**src/hdl/assert_macros.svh**
```systemverilog
// Assertion helpers shared by the RTL. Each expects clk and arst_n in scope.
`ifndef ASSERT_MACROS_SVH
`define ASSERT_MACROS_SVH

// Consequent must hold in the same cycle as the antecedent.
`define ASSERT_SAME(label, ante, cons, msg) \
	label: assert property (@(posedge clk) disable iff (!arst_n) (ante) |-> (cons)) \
		else $error(msg);

// Consequent must hold in the cycle after the antecedent.
`define ASSERT_NEXT(label, ante, cons, msg) \
	label: assert property (@(posedge clk) disable iff (!arst_n) (ante) |=> (cons)) \
		else $error(msg);

`endif

```
**src/hdl/thm_pkg.sv**
```systemverilog
`timescale 1ns / 1ps

package thm_pkg;

	// Converter and channel setup.
	localparam int unsigned ADC_BITS = 12;
	localparam int unsigned ADC_FULL = 1 << ADC_BITS;
	localparam int unsigned CHANNELS = 8;
	localparam int unsigned FIRST_GROUP = 2;

	// Field widths.
	localparam int unsigned CH_W = 3;
	localparam int unsigned CODE_W = 12;
	localparam int unsigned TEMP_W = 16;
	localparam int unsigned BETA_W = 14;
	localparam int unsigned OHM_W = 20;
	localparam int unsigned CFG_DATA_W = 20;

	// Configuration register indexes.
	typedef enum logic [1:0] {
		CFG_BETA_FIRST = 2'd0,
		CFG_BETA_OTHER = 2'd1,
		CFG_R0         = 2'd2,
		CFG_SERIES     = 2'd3
	} cfg_index_t;

	localparam logic [BETA_W-1:0] BETA_FIRST_RST = BETA_W'(3940);
	localparam logic [BETA_W-1:0] BETA_OTHER_RST = BETA_W'(3892);
	localparam logic [OHM_W-1:0] R0_RST = OHM_W'(10000);
	localparam logic [OHM_W-1:0] SERIES_RST = OHM_W'(19000);

	// Fixed point: logarithms carry 30 fraction bits.
	localparam int unsigned FRAC_W = 30;
	localparam logic [FRAC_W-1:0] LN2_Q = FRAC_W'(744261118);

	// Logarithm lane.
	localparam int unsigned LOG_W = 20;
	localparam int unsigned LOG_INT_W = 5;
	localparam int unsigned LOG_M_W = FRAC_W + 1;
	localparam int unsigned LOG_R_W = LOG_INT_W + FRAC_W;
	localparam int unsigned LOG_LO_W = 32;
	localparam int unsigned LOG_HI_W = LOG_R_W - LOG_LO_W;
	localparam int unsigned LN_W = LOG_R_W;
	localparam int unsigned LN_LAT = 2 + FRAC_W + 2;

	// Temperature constants in hundredths.
	localparam int unsigned CENTI = 100;
	localparam longint unsigned T0_CENTI = 29815;
	localparam int ZERO_C_CENTI = 27315;
	localparam int TEMP_MAX = 32767;
	localparam int TK_MAX = TEMP_MAX + ZERO_C_CENTI;
	localparam logic signed [TEMP_W-1:0] TEMP_FLOOR = TEMP_W'(-ZERO_C_CENTI);
	localparam logic signed [TEMP_W-1:0] TEMP_CEIL = TEMP_W'(TEMP_MAX);

	// beta*100*2^30/29815 is split as beta*CD_A + (beta*CD_B + half)/29815.
	// The small term is divided by multiplying with a rounded-up reciprocal,
	// exact for every dividend below 2^29.
	localparam longint unsigned KNUM = longint'(CENTI) << FRAC_W;
	localparam longint unsigned CD_A = KNUM / T0_CENTI;
	localparam longint unsigned CD_B = KNUM % T0_CENTI;
	localparam int unsigned T0_W = 15;
	localparam int unsigned CT_W = BETA_W + T0_W;
	localparam int unsigned CQ_W = BETA_W;
	localparam int unsigned CD_SH = CT_W + T0_W;
	localparam int unsigned CD_M_W = 30;
	localparam longint unsigned CD_M = ((64'd1 << CD_SH) + T0_CENTI - 1) / T0_CENTI;
	localparam int unsigned KB_W = 36;
	localparam int unsigned KBD_LEN = LN_LAT - 2;

	// Back end widths.
	localparam int unsigned SPOS_W = 37;
	localparam int unsigned SNEG_W = 36;
	localparam int unsigned X_W = SPOS_W;
	localparam int unsigned BETA100_W = 21;
	localparam int unsigned NUM_W = 52;
	localparam int unsigned Q_W = 16;
	localparam int unsigned REM_W = X_W + Q_W;
	localparam int unsigned DIV_LAT = 4 + Q_W + 1;

	// Whole pipeline from the input register to the back end result.
	localparam int unsigned PIPE_LAT = 1 + LN_LAT + DIV_LAT;

	typedef struct packed {
		logic signed [TEMP_W-1:0] temp;
		logic                     fault;
	} thm_res_t;

endpackage

```
**src/hdl/thm_cdiv.sv**
```systemverilog
`timescale 1ns / 1ps

// Rounded beta*100*2^30/29815, delayed to line up with the logarithm lanes.
module thm_cdiv (
	input  logic                        clk,
	input  logic                        en,
	input  logic [thm_pkg::BETA_W-1:0]  beta,
	output logic [thm_pkg::KB_W-1:0]    kb,
	output logic [thm_pkg::BETA_W-1:0]  beta_out
);

	localparam int unsigned PM_W = thm_pkg::CT_W + thm_pkg::CD_M_W;

	logic [thm_pkg::KB_W-1:0]    p_s1;
	logic [thm_pkg::CT_W-1:0]    y_s1;
	logic [thm_pkg::BETA_W-1:0]  bt_s1;
	logic [thm_pkg::KB_W-1:0]    p_s2;
	logic [PM_W-1:0]             pm_s2;
	logic [thm_pkg::BETA_W-1:0]  bt_s2;
	logic [thm_pkg::CQ_W-1:0]    q_c;
	logic [thm_pkg::KB_W-1:0]    kb_d [thm_pkg::KBD_LEN];
	logic [thm_pkg::BETA_W-1:0]  bt_d [thm_pkg::KBD_LEN];

	// Quotient of the small remainder term by the constant.
	assign q_c = pm_s2[thm_pkg::CD_SH +: thm_pkg::CQ_W];

	always_ff @(posedge clk) begin
		if (en) begin
			// Whole part and remainder part of the quotient.
			p_s1 <= thm_pkg::KB_W'(beta) * thm_pkg::KB_W'(thm_pkg::CD_A);
			y_s1 <= thm_pkg::CT_W'(beta) * thm_pkg::CT_W'(thm_pkg::CD_B)
				+ thm_pkg::CT_W'(thm_pkg::T0_CENTI / 2);
			bt_s1 <= beta;

			// Reciprocal multiplication of the remainder term.
			pm_s2 <= PM_W'(y_s1) * PM_W'(thm_pkg::CD_M);
			p_s2 <= p_s1;
			bt_s2 <= bt_s1;

			kb_d[0] <= p_s2 + thm_pkg::KB_W'(q_c);
			bt_d[0] <= bt_s2;
			for (int j = 1; j < thm_pkg::KBD_LEN; j++) begin
				kb_d[j] <= kb_d[j-1];
				bt_d[j] <= bt_d[j-1];
			end
		end
	end

	assign kb = kb_d[thm_pkg::KBD_LEN-1];
	assign beta_out = bt_d[thm_pkg::KBD_LEN-1];

endmodule

```
**config.mk**
```make
export PLATFORM = sky130hd
export DESIGN_NAME = thm_cdiv
export DESIGN_NICKNAME = d
export VERILOG_FILES = /design/src/hdl/assert_macros.svh /design/src/hdl/thm_pkg.sv /design/src/hdl/thm_cdiv.sv
export SDC_FILE = /design/constraint.sdc
export NUM_CORES = 2
export LEC_CHECK = 0
export ABC_AREA = 1
export BUFFER_PORTS_ARGS = -buffer_cell sky130_fd_sc_hd__buf_2
export CELL_PAD_IN_SITES_DETAIL_PLACEMENT = 1
export CELL_PAD_IN_SITES_GLOBAL_PLACEMENT = 1
export CORE_AREA = 4 4 386 388
export DETAILED_ROUTE_END_ITERATION = 10
export DIE_AREA = 0 0 390 392
export HOLD_SLACK_MARGIN = 0.05
export PLACE_DENSITY = 0.8
export RECOVER_POWER = 100
export SETUP_SLACK_MARGIN = 0.15
export SLEW_MARGIN = 25
export SYNTH_ARGS = -nofsm -noshare
export SYNTH_HDL_FRONTEND = slang
export SYNTH_SLANG_ARGS = --single-unit
```
**constraint.sdc**
```tcl
create_clock -name clk -period 8 [get_ports clk]
set_clock_uncertainty 0.1 [all_clocks]
set_input_delay 0.4 -clock clk [delete_from_list [all_inputs] [get_ports clk]]
set_output_delay 0.4 -clock clk [all_outputs]
set_load 0.05 [all_outputs]
```
==> flow_summary.yaml <==
routing:
  via_count: 39000
  drc_errors: 0
  wl_mm: 172
  drtAntennaViolNets: 0
  firstDrtPassIters: 8
  via_per_inst: 5.21
  wl_per_cell_um: 23.1
  drt_iter0_drc: 2415
final_layout:
  drive_gt1_share_pct: 5.21
  layout_common_cells: "1,741 x edfxtp_1, 1,050 x inv_1, 578 x ha_1"
  seqCellArea_um2: 52300
  antenna_cells: 0
  fillers: 13500
  layout_commonest_cell: "edfxtp_1"
  final_nets: 6514
  area_delta_synth_final_pct: 10.1
  multi_input_area_um2: 23300
yosys:
  yosys_register_bits: 1741
  syn_avg_cell_area_um2: 15.4
  netlist_area_um2: 79700
  ys_seq_area_share_pct: 65.6
  yosys_warnings: 0
  synth_top_cell_by_area: "edfxtp_1"
  synth_edf_count: 1741
  ys_top_cells_by_area: "edfxtp_1 66%, fa_1 12%, ha_1 9.1%"
  ys_async_sr_fraction_pct: 0
  synth_flop_cell: "edfxtp_1"
  synth_fp_nets: 6252
  synthesis.instances: 5169
  synthDistinctLibCells: 42
  synth_top_area_share_pct: 65.6
global_routing:
  track_usage_pct: 23.3
  grt_pass1_wl_mm: 265
  antenna_found_initial: 0
  grt-ovfl-total: 0
  grt_pass1_vias: 43300
  grt_max_degree: 188
floorplanning:
  die_area_um2: 153000
  ios: 66
  rows: 140
  start_util_pct: 54.8
  dieWidth_um: 390
  die_y_um: 392
  core_um2: 145000
sta:
  rsz0062_at_grt: "false"
  setup_tns_ns: 0
  worst_pin_slew_ns: 4.34
  slew_violations: 1503
  fin_crit_sh_pct: 85.7
  timing.fmax_ghz: 0.146
  final-setup-viol-count: 0
  finalHoldViolCount: 0
  finalCriticalPeriod_ns: 6.86
  relSlewSlack_pct: -189
critical_path:
  path_cells: "clkbuf_2 > buf_2"
  worstPathRequired_ns: 8.15
  cp_slowest_stage_delay_ns: 3.20
  path_class: "input port to flip-flop"
  cp_num_buf_inv: 2
  crit_family: "buffers and inverters"
  r2r_slack_ns: 1.31
  cp.arrival_ns: 7.01
  worstSetupStartpointType: "input port"
  worstRegToRegCells: 21
  slowest_stage: "buf_2"
  critPathCaptureType: "flip-flop"
  rr_endpoint: "pm_s2[54]$_DFFE_PP_"
  cp_max_fo: 182
  r2r-start: "y_s1[21]$_DFFE_PP_"
min_path:
  hp-start: "kb_d[18][17]$_DFFE_PP_"
  whs_path_depth: 0
  hold_path.class: "flip-flop to flip-flop"
  hold-path-endpoint: "kb_d[19][17]$_DFFE_PP_"
outcome:
  violations: "max-capacitance violations, max-slew violations"
  status: "finished with violations"
clocking:
  cts_tree: "done"
  path_clk_slew_ns: 0.07
  cts.htree.levels: 4
  cts_buffer_depth: 3
  cts_root_buf: "clkbuf_16"
  cts_num_sinks: 1741
  postCtsSetupBuffers: 0
  clock_latency_ns: 0.79
  post_cts_resized: 0
  cts_made_buffers: 164
placement:
  gp_congestion: 0.891
  portBuffers: 65
  hpwl_mm: 124
flow_run:
  drv_cap: 13
## stage by stage
stage	utilization (%)	instances	hold slack (ns)	worst slack, ns	cell area [µm²]
6_report	60.3	7481	0.286	1.14	87700
5_1_grt	60.3	7481	0.286	0.610	87700
4_1_cts	60.5	7480	0.0783	1.33	88000
3_5_place_dp	56.8	7168	0.305	1.34	82600
3_3_place_gp	56.8	7168	0.300	1.32	82600
2_1_floorplan	-	5169	0.300	2.12	79700
## registers in the layout, summed over array words and instances, names as in the netlist
signal	flops
bt_d	448
bt_s1	13
bt_s2	13
kb_d	1152
p_s1	36
p_s2	36
pm_s2	14
y_s1	29
## cells in the mapped netlist (29+ instances only)
cell type / n
fa_1: 489
nand4_1: 40
edfxtp_1: 1741
o21ai_0: 64
inv_1: 1050
nor2_1: 181
nand2_1: 517
ha_1: 578
nor3_1: 29
a21oi_1: 148
xor2_1: 81
nand3_1: 102
## metal layers
layer	global-route usage [%]	vias up	wire, µm
met5	0	-	0
met4	6.23	0	4500
met3	3.17	239	5750
met2	42.5	762	92100
met1	29.6	20000	70100
li1	-	18000	-
## area by class of cell
type / instances / area share (%)
clock buffer: 198 / 4.87
clock inverter: 101 / 1.10
sequential: 1741 / 59.6
tap: 1917 / 2.73
timing repair buffer: 110 / 0.668
multi-input combinational: 2361 / 26.5
inverter: 1053 / 4.51
## cell families after synthesis
| family | synth area share [%] |
|---|---|
| flops | 65.6 |
| buf+inv | 5.09 |
| fa+ha+maj | 21.4 |
| simple gates | 4.91 |
| compound gates | 1.87 |
| xor+xnor | 1.17 |
## worst max-delay path by stage
stage	startpoint	end	slack, ns	depth (start not counted)
after floorplan	y_s1[26]$_DFFE_PP_	pm_s2[51]$_DFFE_PP_	2.12	23
after detailed placement	y_s1[21]$_DFFE_PP_	pm_s2[54]$_DFFE_PP_	1.34	21
after global routing	en	kb_d[9][35]$_DFFE_PP_	0.61	2
after global placement	y_s1[21]$_DFFE_PP_	pm_s2[54]$_DFFE_PP_	1.32	21
after CTS	y_s1[21]$_DFFE_PP_	pm_s2[50]$_DFFE_PP_	1.33	21
final	en	y_s1[10]$_DFFE_PP_	1.14	2
## timing repair
item | in CTS | in global routing
setup endpoints to repair | 0 | 0
endpoints found under the hold margin | 13 | 0
hold buffers | 13 | 0
Power is not shown: default switching activity piles up to over one toggle a cycle in this logic, so the estimate is an artifact.
