--- src/hdl/assert_macros.svh ---
// Assertion helpers shared by the RTL. Each expects clk and arst_n in scope.
`ifndef ASSERT_MACROS_SVH
`define ASSERT_MACROS_SVH

// Consequent must hold in the same cycle as the antecedent.
`define ASSERT_SAME(label, ante, cons, msg) \
	label: assert property (@(posedge clk) disable iff (!arst_n) (ante) |-> (cons)) \
		else $error(msg);

// Consequent must hold in the cycle after the antecedent.
`define ASSERT_NEXT(label, ante, cons, msg) \
	label: assert property (@(posedge clk) disable iff (!arst_n) (ante) |=> (cons)) \
		else $error(msg);

`endif

--- src/hdl/thm_pkg.sv ---
`timescale 1ns / 1ps

package thm_pkg;

	// Converter and channel setup.
	localparam int unsigned ADC_BITS = 12;
	localparam int unsigned ADC_FULL = 1 << ADC_BITS;
	localparam int unsigned CHANNELS = 8;
	localparam int unsigned FIRST_GROUP = 2;

	// Field widths.
	localparam int unsigned CH_W = 3;
	localparam int unsigned CODE_W = 12;
	localparam int unsigned TEMP_W = 16;
	localparam int unsigned BETA_W = 14;
	localparam int unsigned OHM_W = 20;
	localparam int unsigned CFG_DATA_W = 20;

	// Configuration register indexes.
	typedef enum logic [1:0] {
		CFG_BETA_FIRST = 2'd0,
		CFG_BETA_OTHER = 2'd1,
		CFG_R0         = 2'd2,
		CFG_SERIES     = 2'd3
	} cfg_index_t;

	localparam logic [BETA_W-1:0] BETA_FIRST_RST = BETA_W'(3940);
	localparam logic [BETA_W-1:0] BETA_OTHER_RST = BETA_W'(3892);
	localparam logic [OHM_W-1:0] R0_RST = OHM_W'(10000);
	localparam logic [OHM_W-1:0] SERIES_RST = OHM_W'(19000);

	// Fixed point: logarithms carry 30 fraction bits.
	localparam int unsigned FRAC_W = 30;
	localparam logic [FRAC_W-1:0] LN2_Q = FRAC_W'(744261118);

	// Logarithm lane.
	localparam int unsigned LOG_W = 20;
	localparam int unsigned LOG_INT_W = 5;
	localparam int unsigned LOG_M_W = FRAC_W + 1;
	localparam int unsigned LOG_R_W = LOG_INT_W + FRAC_W;
	localparam int unsigned LOG_LO_W = 32;
	localparam int unsigned LOG_HI_W = LOG_R_W - LOG_LO_W;
	localparam int unsigned LN_W = LOG_R_W;
	localparam int unsigned LN_LAT = 2 + FRAC_W + 2;

	// Temperature constants in hundredths.
	localparam int unsigned CENTI = 100;
	localparam longint unsigned T0_CENTI = 29815;
	localparam int ZERO_C_CENTI = 27315;
	localparam int TEMP_MAX = 32767;
	localparam int TK_MAX = TEMP_MAX + ZERO_C_CENTI;
	localparam logic signed [TEMP_W-1:0] TEMP_FLOOR = TEMP_W'(-ZERO_C_CENTI);
	localparam logic signed [TEMP_W-1:0] TEMP_CEIL = TEMP_W'(TEMP_MAX);

	// beta*100*2^30/29815 is split as beta*CD_A + (beta*CD_B + half)/29815.
	// The small term is divided by multiplying with a rounded-up reciprocal,
	// exact for every dividend below 2^29.
	localparam longint unsigned KNUM = longint'(CENTI) << FRAC_W;
	localparam longint unsigned CD_A = KNUM / T0_CENTI;
	localparam longint unsigned CD_B = KNUM % T0_CENTI;
	localparam int unsigned T0_W = 15;
	localparam int unsigned CT_W = BETA_W + T0_W;
	localparam int unsigned CQ_W = BETA_W;
	localparam int unsigned CD_SH = CT_W + T0_W;
	localparam int unsigned CD_M_W = 30;
	localparam longint unsigned CD_M = ((64'd1 << CD_SH) + T0_CENTI - 1) / T0_CENTI;
	localparam int unsigned KB_W = 36;
	localparam int unsigned KBD_LEN = LN_LAT - 2;

	// Back end widths.
	localparam int unsigned SPOS_W = 37;
	localparam int unsigned SNEG_W = 36;
	localparam int unsigned X_W = SPOS_W;
	localparam int unsigned BETA100_W = 21;
	localparam int unsigned NUM_W = 52;
	localparam int unsigned Q_W = 16;
	localparam int unsigned REM_W = X_W + Q_W;
	localparam int unsigned DIV_LAT = 4 + Q_W + 1;

	// Whole pipeline from the input register to the back end result.
	localparam int unsigned PIPE_LAT = 1 + LN_LAT + DIV_LAT;

	typedef struct packed {
		logic signed [TEMP_W-1:0] temp;
		logic                     fault;
	} thm_res_t;

endpackage

--- src/hdl/thm_div.sv ---
`timescale 1ns / 1ps

// Sums the logarithms and divides beta*100*2^30 by the result, with saturation.
module thm_div (
	input  logic                        clk,
	input  logic                        en,
	input  logic [thm_pkg::LN_W-1:0]    ln_code,
	input  logic [thm_pkg::LN_W-1:0]    ln_rest,
	input  logic [thm_pkg::LN_W-1:0]    ln_ser,
	input  logic [thm_pkg::LN_W-1:0]    ln_r0,
	input  logic [thm_pkg::KB_W-1:0]    kb,
	input  logic [thm_pkg::BETA_W-1:0]  beta,
	output thm_pkg::thm_res_t           res
);

	logic [thm_pkg::SPOS_W-1:0]   spos_s1;
	logic [thm_pkg::SNEG_W-1:0]   sneg_s1;
	logic [thm_pkg::BETA_W-1:0]   beta_s1;
	logic [thm_pkg::X_W-1:0]      xd_s2;
	logic                         nonpos_s2;
	logic [thm_pkg::BETA_W-1:0]   beta_s2;
	logic [thm_pkg::NUM_W-1:0]    num_c;
	logic [thm_pkg::NUM_W-1:0]    nn_s3;
	logic [thm_pkg::X_W-1:0]      xd_s3;
	logic                         nonpos_s3;
	logic [thm_pkg::REM_W-1:0]    rem_s [thm_pkg::Q_W+1];
	logic [thm_pkg::Q_W-1:0]      q_s [thm_pkg::Q_W+1];
	logic [thm_pkg::X_W-1:0]      xd_s [thm_pkg::Q_W+1];
	logic                         sat_s [thm_pkg::Q_W+1];
	logic [thm_pkg::REM_W-1:0]    dsh_c [thm_pkg::Q_W];
	logic [thm_pkg::REM_W-1:0]    rem_nx [thm_pkg::Q_W];
	logic [thm_pkg::Q_W-1:0]      q_nx [thm_pkg::Q_W];
	thm_pkg::thm_res_t            res_s21;

	// Numerator beta*100 in Q30.
	assign num_c = thm_pkg::NUM_W'(thm_pkg::BETA100_W'(beta_s2)
		* thm_pkg::BETA100_W'(thm_pkg::CENTI)) << thm_pkg::FRAC_W;

	// One quotient bit per stage, msb first.
	always_comb begin
		for (int k = 0; k < thm_pkg::Q_W; k++) begin
			dsh_c[k] = thm_pkg::REM_W'(xd_s[k]) << (thm_pkg::Q_W - 1 - k);
			if (rem_s[k] >= dsh_c[k]) begin
				rem_nx[k] = rem_s[k] - dsh_c[k];
				q_nx[k] = q_s[k] | (thm_pkg::Q_W'(1) << (thm_pkg::Q_W - 1 - k));
			end else begin
				rem_nx[k] = rem_s[k];
				q_nx[k] = q_s[k];
			end
		end
	end

	always_ff @(posedge clk) begin
		if (en) begin
			// Positive and negative halves of the denominator.
			spos_s1 <= thm_pkg::SPOS_W'(ln_code) + thm_pkg::SPOS_W'(ln_ser)
				+ thm_pkg::SPOS_W'(kb);
			sneg_s1 <= thm_pkg::SNEG_W'(ln_rest) + thm_pkg::SNEG_W'(ln_r0);
			beta_s1 <= beta;

			xd_s2 <= spos_s1 - thm_pkg::SPOS_W'(sneg_s1);
			nonpos_s2 <= (spos_s1 <= thm_pkg::SPOS_W'(sneg_s1));
			beta_s2 <= beta_s1;

			// Add half the divisor so the quotient rounds to nearest.
			nn_s3 <= num_c + thm_pkg::NUM_W'(xd_s2 >> 1);
			xd_s3 <= xd_s2;
			nonpos_s3 <= nonpos_s2;

			// A quotient of 2^16 or more saturates anyway.
			rem_s[0] <= thm_pkg::REM_W'(nn_s3);
			q_s[0] <= '0;
			xd_s[0] <= xd_s3;
			sat_s[0] <= nonpos_s3
				|| (thm_pkg::REM_W'(nn_s3) >= (thm_pkg::REM_W'(xd_s3) << thm_pkg::Q_W));

			for (int k = 0; k < thm_pkg::Q_W; k++) begin
				rem_s[k+1] <= rem_nx[k];
				q_s[k+1] <= q_nx[k];
				xd_s[k+1] <= xd_s[k];
				sat_s[k+1] <= sat_s[k];
			end

			// Convert centikelvin to centidegrees, clamping at the top.
			if (sat_s[thm_pkg::Q_W]
				|| (q_s[thm_pkg::Q_W] > thm_pkg::Q_W'(thm_pkg::TK_MAX))) begin
				res_s21.temp <= thm_pkg::TEMP_CEIL;
				res_s21.fault <= 1'b1;
			end else begin
				res_s21.temp <= thm_pkg::TEMP_W'(q_s[thm_pkg::Q_W])
					- thm_pkg::TEMP_W'(thm_pkg::ZERO_C_CENTI);
				res_s21.fault <= 1'b0;
			end
		end
	end

	assign res = res_s21;

endmodule

--- config.mk ---
export PLATFORM = sky130hd
export DESIGN_NAME = thm_div
export DESIGN_NICKNAME = d
export VERILOG_FILES = /design/src/hdl/assert_macros.svh /design/src/hdl/thm_pkg.sv /design/src/hdl/thm_div.sv
export SDC_FILE = /design/constraint.sdc
export NUM_CORES = 2
export LEC_CHECK = 0
export BUFFER_PORTS_ARGS = -buffer_cell sky130_fd_sc_hd__buf_4
export CAP_MARGIN = 30
export CORE_MARGIN = 3
export CORE_UTILIZATION = 49
export CTS_CLUSTER_DIAMETER = 200
export DETAILED_ROUTE_END_ITERATION = 7
export HOLD_SLACK_MARGIN = 0.06
export SETUP_SLACK_MARGIN = 0.5
export SLEW_MARGIN = 25
export SYNTH_ARGS = -nofsm -noshare
export SYNTH_HDL_FRONTEND = slang
export SYNTH_SLANG_ARGS = --single-unit
--- constraint.sdc ---
create_clock -name clk -period 4.3 [get_ports clk]
set_input_delay 0.645 -clock clk [delete_from_list [all_inputs] [get_ports clk]]
set_output_delay 0.645 -clock clk [all_outputs]
set_load 0.01 [all_outputs]
==> impl_metrics.csv <==
group,metric,value,unit
status,status,"finished clean",
synthesis,yosysTopAreaCell,"edfxtp_1",
detailed_routing,ant_nets,0,
layout,num-fill-cells,17183,
flow_run,drv_cap,0,
setup_path,critical_path.max_fanout,3,
sta,worst_pin_slew,850,ps
layout,syn_to_final_growth,15.7,%
global_routing,grt_overflow_total,0,
synthesis,ys_top_cells_by_area,"edfxtp_1, ha_1, a21oi_1",
layout,drive_gt1_share,12.8,%
setup_path,arrival,4480,ps
synthesis,syn_inst,9533,
pwr,p_int,0.0494,W
pwr,p_sw_share,39.1,%
clock_tree,cts-buffers-inserted,186,
setup_path,cpMaxStageDelayCell,"fa_1",
clock_tree,clockRootBuffer,"clkbuf_16",
place,gp_congestion,0.959,
pwr,pwr-share-clk,19.4,%
clock_tree,cts_buffer_depth,3,
setup_path,cpMostUsedCell,"ha_1",
global_routing,antenna_found_initial,6,
floorplanning,pin_count,209,
global_routing,grt_pass1_wl,425000,µm
clock_tree,h-tree-depth,4,
place,dpl.hpwl,219000,µm
synthesis,synth_seq_area_share,49.3,%
detailed_routing,drt_wl_total,279000,µm
sta,period_needed,3880,ps
clock_tree,clkSinkCount,1654,
setup_path,cpLargestDelayFamily,"adder cells",
sta,hold_ws,170,ps
pwr,combPwrFrac,47.0,%
sta,rsz0062_at_grt,"yes",
detailed_routing,first_pass_iters,5,
detailed_routing,wl_per_cell,21.5,µm
setup_path,worstSetupEndpointType,"flop",
floorplanning,initial_utilization,49.6,%
synthesis,syn_area,101000,µm²
pwr,power_switching,0.0316,W
synthesis,avgSynthCellArea,10.6,µm²
synthesis,synth_edf_count,1654,
pwr,power_frac_seq,33.5,%
synthesis,ys_warn_count,0,
sta,setup_violations,0,
floorplanning,dieArea,211000,µm²
setup_path,critPathRequiredTime,4900,ps
detailed_routing,viasPerCell,5.70,
setup_path,cp-start-kind,"flop",
setup_path,cp_cell_sequence,"ha_1 -> ha_1 -> inv_1 -> fa_1 -> inv_2 -> ha_4 -> o21a_1 -> o31a_1 -> o21ai_2 -> a21oi_2 -> a311o_1 -> xnor2_2 -> nor2_1 -> and4b_2 -> nand4b_1 -> xor2_1",
layout,layout_common_cells,"edfxtp_1, a21oi_1, inv_1, ha_1, nand2_1",
worst_hold_path,hold_path.class,"input port to flop",
sta,tns,0,ps
clock_tree,clk_pin_slew,60,ps
detailed_routing,drc_errors,0,
clock_tree,cts_tree,"built",
place,port_buffers,208,
global_routing,grt_pass1_vias,75522,
sta,drv_slew,0,
setup_path,max_stage_delay,490,ps
floorplanning,coreArea,203000,µm²
layout,layout.cells.most_common,"edfxtp_1",
detailed_routing,drtIter0Drc,4763,
layout,nets,11167,
pwr,max-vdd-ir-drop,0.580,mV
floorplanning,die_w,460,µm
synthesis,synth_flop_cell,"edfxtp_1",
detailed_routing,via_count,73809,
floorplanning,die_y,460,µm
setup_path,cp_num_buf_inv,2,
synthesis,syn_nets,10574,
clock_tree,clkLatencyLatePin,850,ps
global_routing,grt_max_degree,110,
pwr,leakage,47.6,nW
setup_path,crit_type,"flop to flop",
sta,slew_headroom,43.1,%
pwr,p_per_area,695,nW/µm²
sta,fmax,258,MHz
sta,hold_viol_final,0,
floorplanning,rows,165,
synthesis,ys_ff_latch,1654,
sta,period_share,90.2,%
synthesis,yosysTopAreaCellShare,49.3,%
synthesis,async_reset_ff_share,0,%
sta,finClkSkew,28.1,ps
synthesis,synthDistinctLibCells,97,
global_routing,grtUsageTotal,25.9,%
[area by class of cell]
cell class | instances | area (µm²) | share of cell area, %
flip-flops and latches | 1654 | 49700 | 42.6
clock buffers | 217 | 4770 | 4.09
inverters | 884 | 3320 | 2.85
repair buffers | 671 | 5820 | 4.99
clock inverters | 124 | 1310 | 1.12
diodes | 7 | 17.5 | 0.0150
well taps | 2672 | 3340 | 2.87
multi-input cells | 6729 | 48400 | 41.5
[per-stage QoR]
stage	setup slack (ps)	std cells	total power [W]	utilization (%)	area, µm²
after CTS	377	12900	0.0804	56.7	115000
final	423	12958	0.0810	57.3	117000
after detailed placement	-6.86	12511	0.0637	53.1	108000
after global routing	268	12957	0.0863	57.3	117000
after global placement	15.2	12511	0.0633	53.1	108000
after floorplan	518	9533	0.0519	-	101000
[cell families (layout without fill, tap and decap cells)]
| group | after synthesis | count (layout) | share of synthesized area [%] |
|---|---|---|---|
| AO/OA/AOI/OAI | 2639 | 2639 | 16.3 |
| buffers and inverters | 1150 | 1896 | 4.33 |
| XOR/XNOR | 739 | 739 | 6.42 |
| adder cells (fa/ha/maj) | 849 | 849 | 11.0 |
| other | 0 | 7 | 0 |
| flip-flops | 1654 | 1654 | 49.3 |
| AND/OR/NAND/NOR | 2396 | 2396 | 11.5 |
| multiplexers | 106 | 106 | 1.17 |
[worst reg2reg max path, stage by stage (launching register included)]
cell and delay (ps):
edfxtp_1 460, ha_1 310, ha_1 280, inv_1 50, fa_1 490, inv_2 50
ha_4 210, o21a_1 160, o31a_1 130, o21ai_2 170, a21oi_2 90, a311o_1 390
xnor2_2 150, nor2_1 120, and4b_2 280, nand4b_1 130, xor2_1 180
[registers in the layout, indices dropped and copies added, names as in the netlist]
| name | flops |
|---|---|
| nonpos_s3 | 1 |
| sat_s | 17 |
| xd_s2 | 37 |
| res | 17 |
| beta_s2 | 14 |
| xd_s | 592 |
| nn_s3 | 52 |
| beta_s1 | 14 |
| spos_s1 | 37 |
| nonpos_s2 | 1 |
| xd_s3 | 5 |
| rem_s | 695 |
| sneg_s1 | 36 |
| q_s | 136 |
[repair_timing]
action,in CTS,in global routing
endpoints found under the hold margin,14,0
hold buffers,14,0
setup endpoints to repair,332,377
pin swaps,38,82
gates cloned,4,3
gates resized for setup,127,184
buffers inserted,30,48
[power groups by stage]
stage          Combinational, W  Sequential, W  Clock, W
2_1_floorplan            0.0260         0.0259         0
3_3_place_gp             0.0359         0.0274         0
3_5_place_dp             0.0363         0.0274         0
4_1_cts                  0.0371         0.0271    0.0161
5_1_grt                  0.0420         0.0275    0.0168
6_report                 0.0381         0.0272    0.0157
[cells in the mapped netlist, types with 31 or more instances]
library cell	number
a211oi_1	72
mux2_2	94
nor2b_1	115
xnor2_1	436
inv_1	882
and3_1	73
a21boi_0	33
nand3_1	156
and2_1	38
fa_1	63
nor2_1	653
nand4_1	166
a31oi_1	86
nand2_1	671
o21bai_1	100
clkbuf_1	219
xor2_1	303
o21ai_0	582
edfxtp_1	1654
o31ai_1	48
or3_1	34
o21a_1	88
nand2b_1	102
nor4_1	78
ha_1	786
o211ai_1	45
a21o_1	386
o31a_1	31
a21oi_1	915
and4_1	37
nor3_1	145
[worst paths after layout]
| check | startpoint | end | slack [ps] | cells after the start |
|---|---|---|---|---|
| hold / removal | ln_r0[0] | sneg_s1[0] | 170 | 2 |
| setup reg to reg | beta_s2[3] | nn_s3[50] | 420 | 16 |
| hold reg to reg | xd_s2[22] | nn_s3[21] | 400 | 0 |
| setup / recovery | beta_s2[3] | nn_s3[50] | 420 | 16 |
[metal layers]
layer	GRT usage, %	share of wire, %
met5	0	0.0065
met4	14.8	6.8
met3	2.94	3.0
met2	50.8	54
met1	26.1	36
Power figures use the tool's default switching activity.
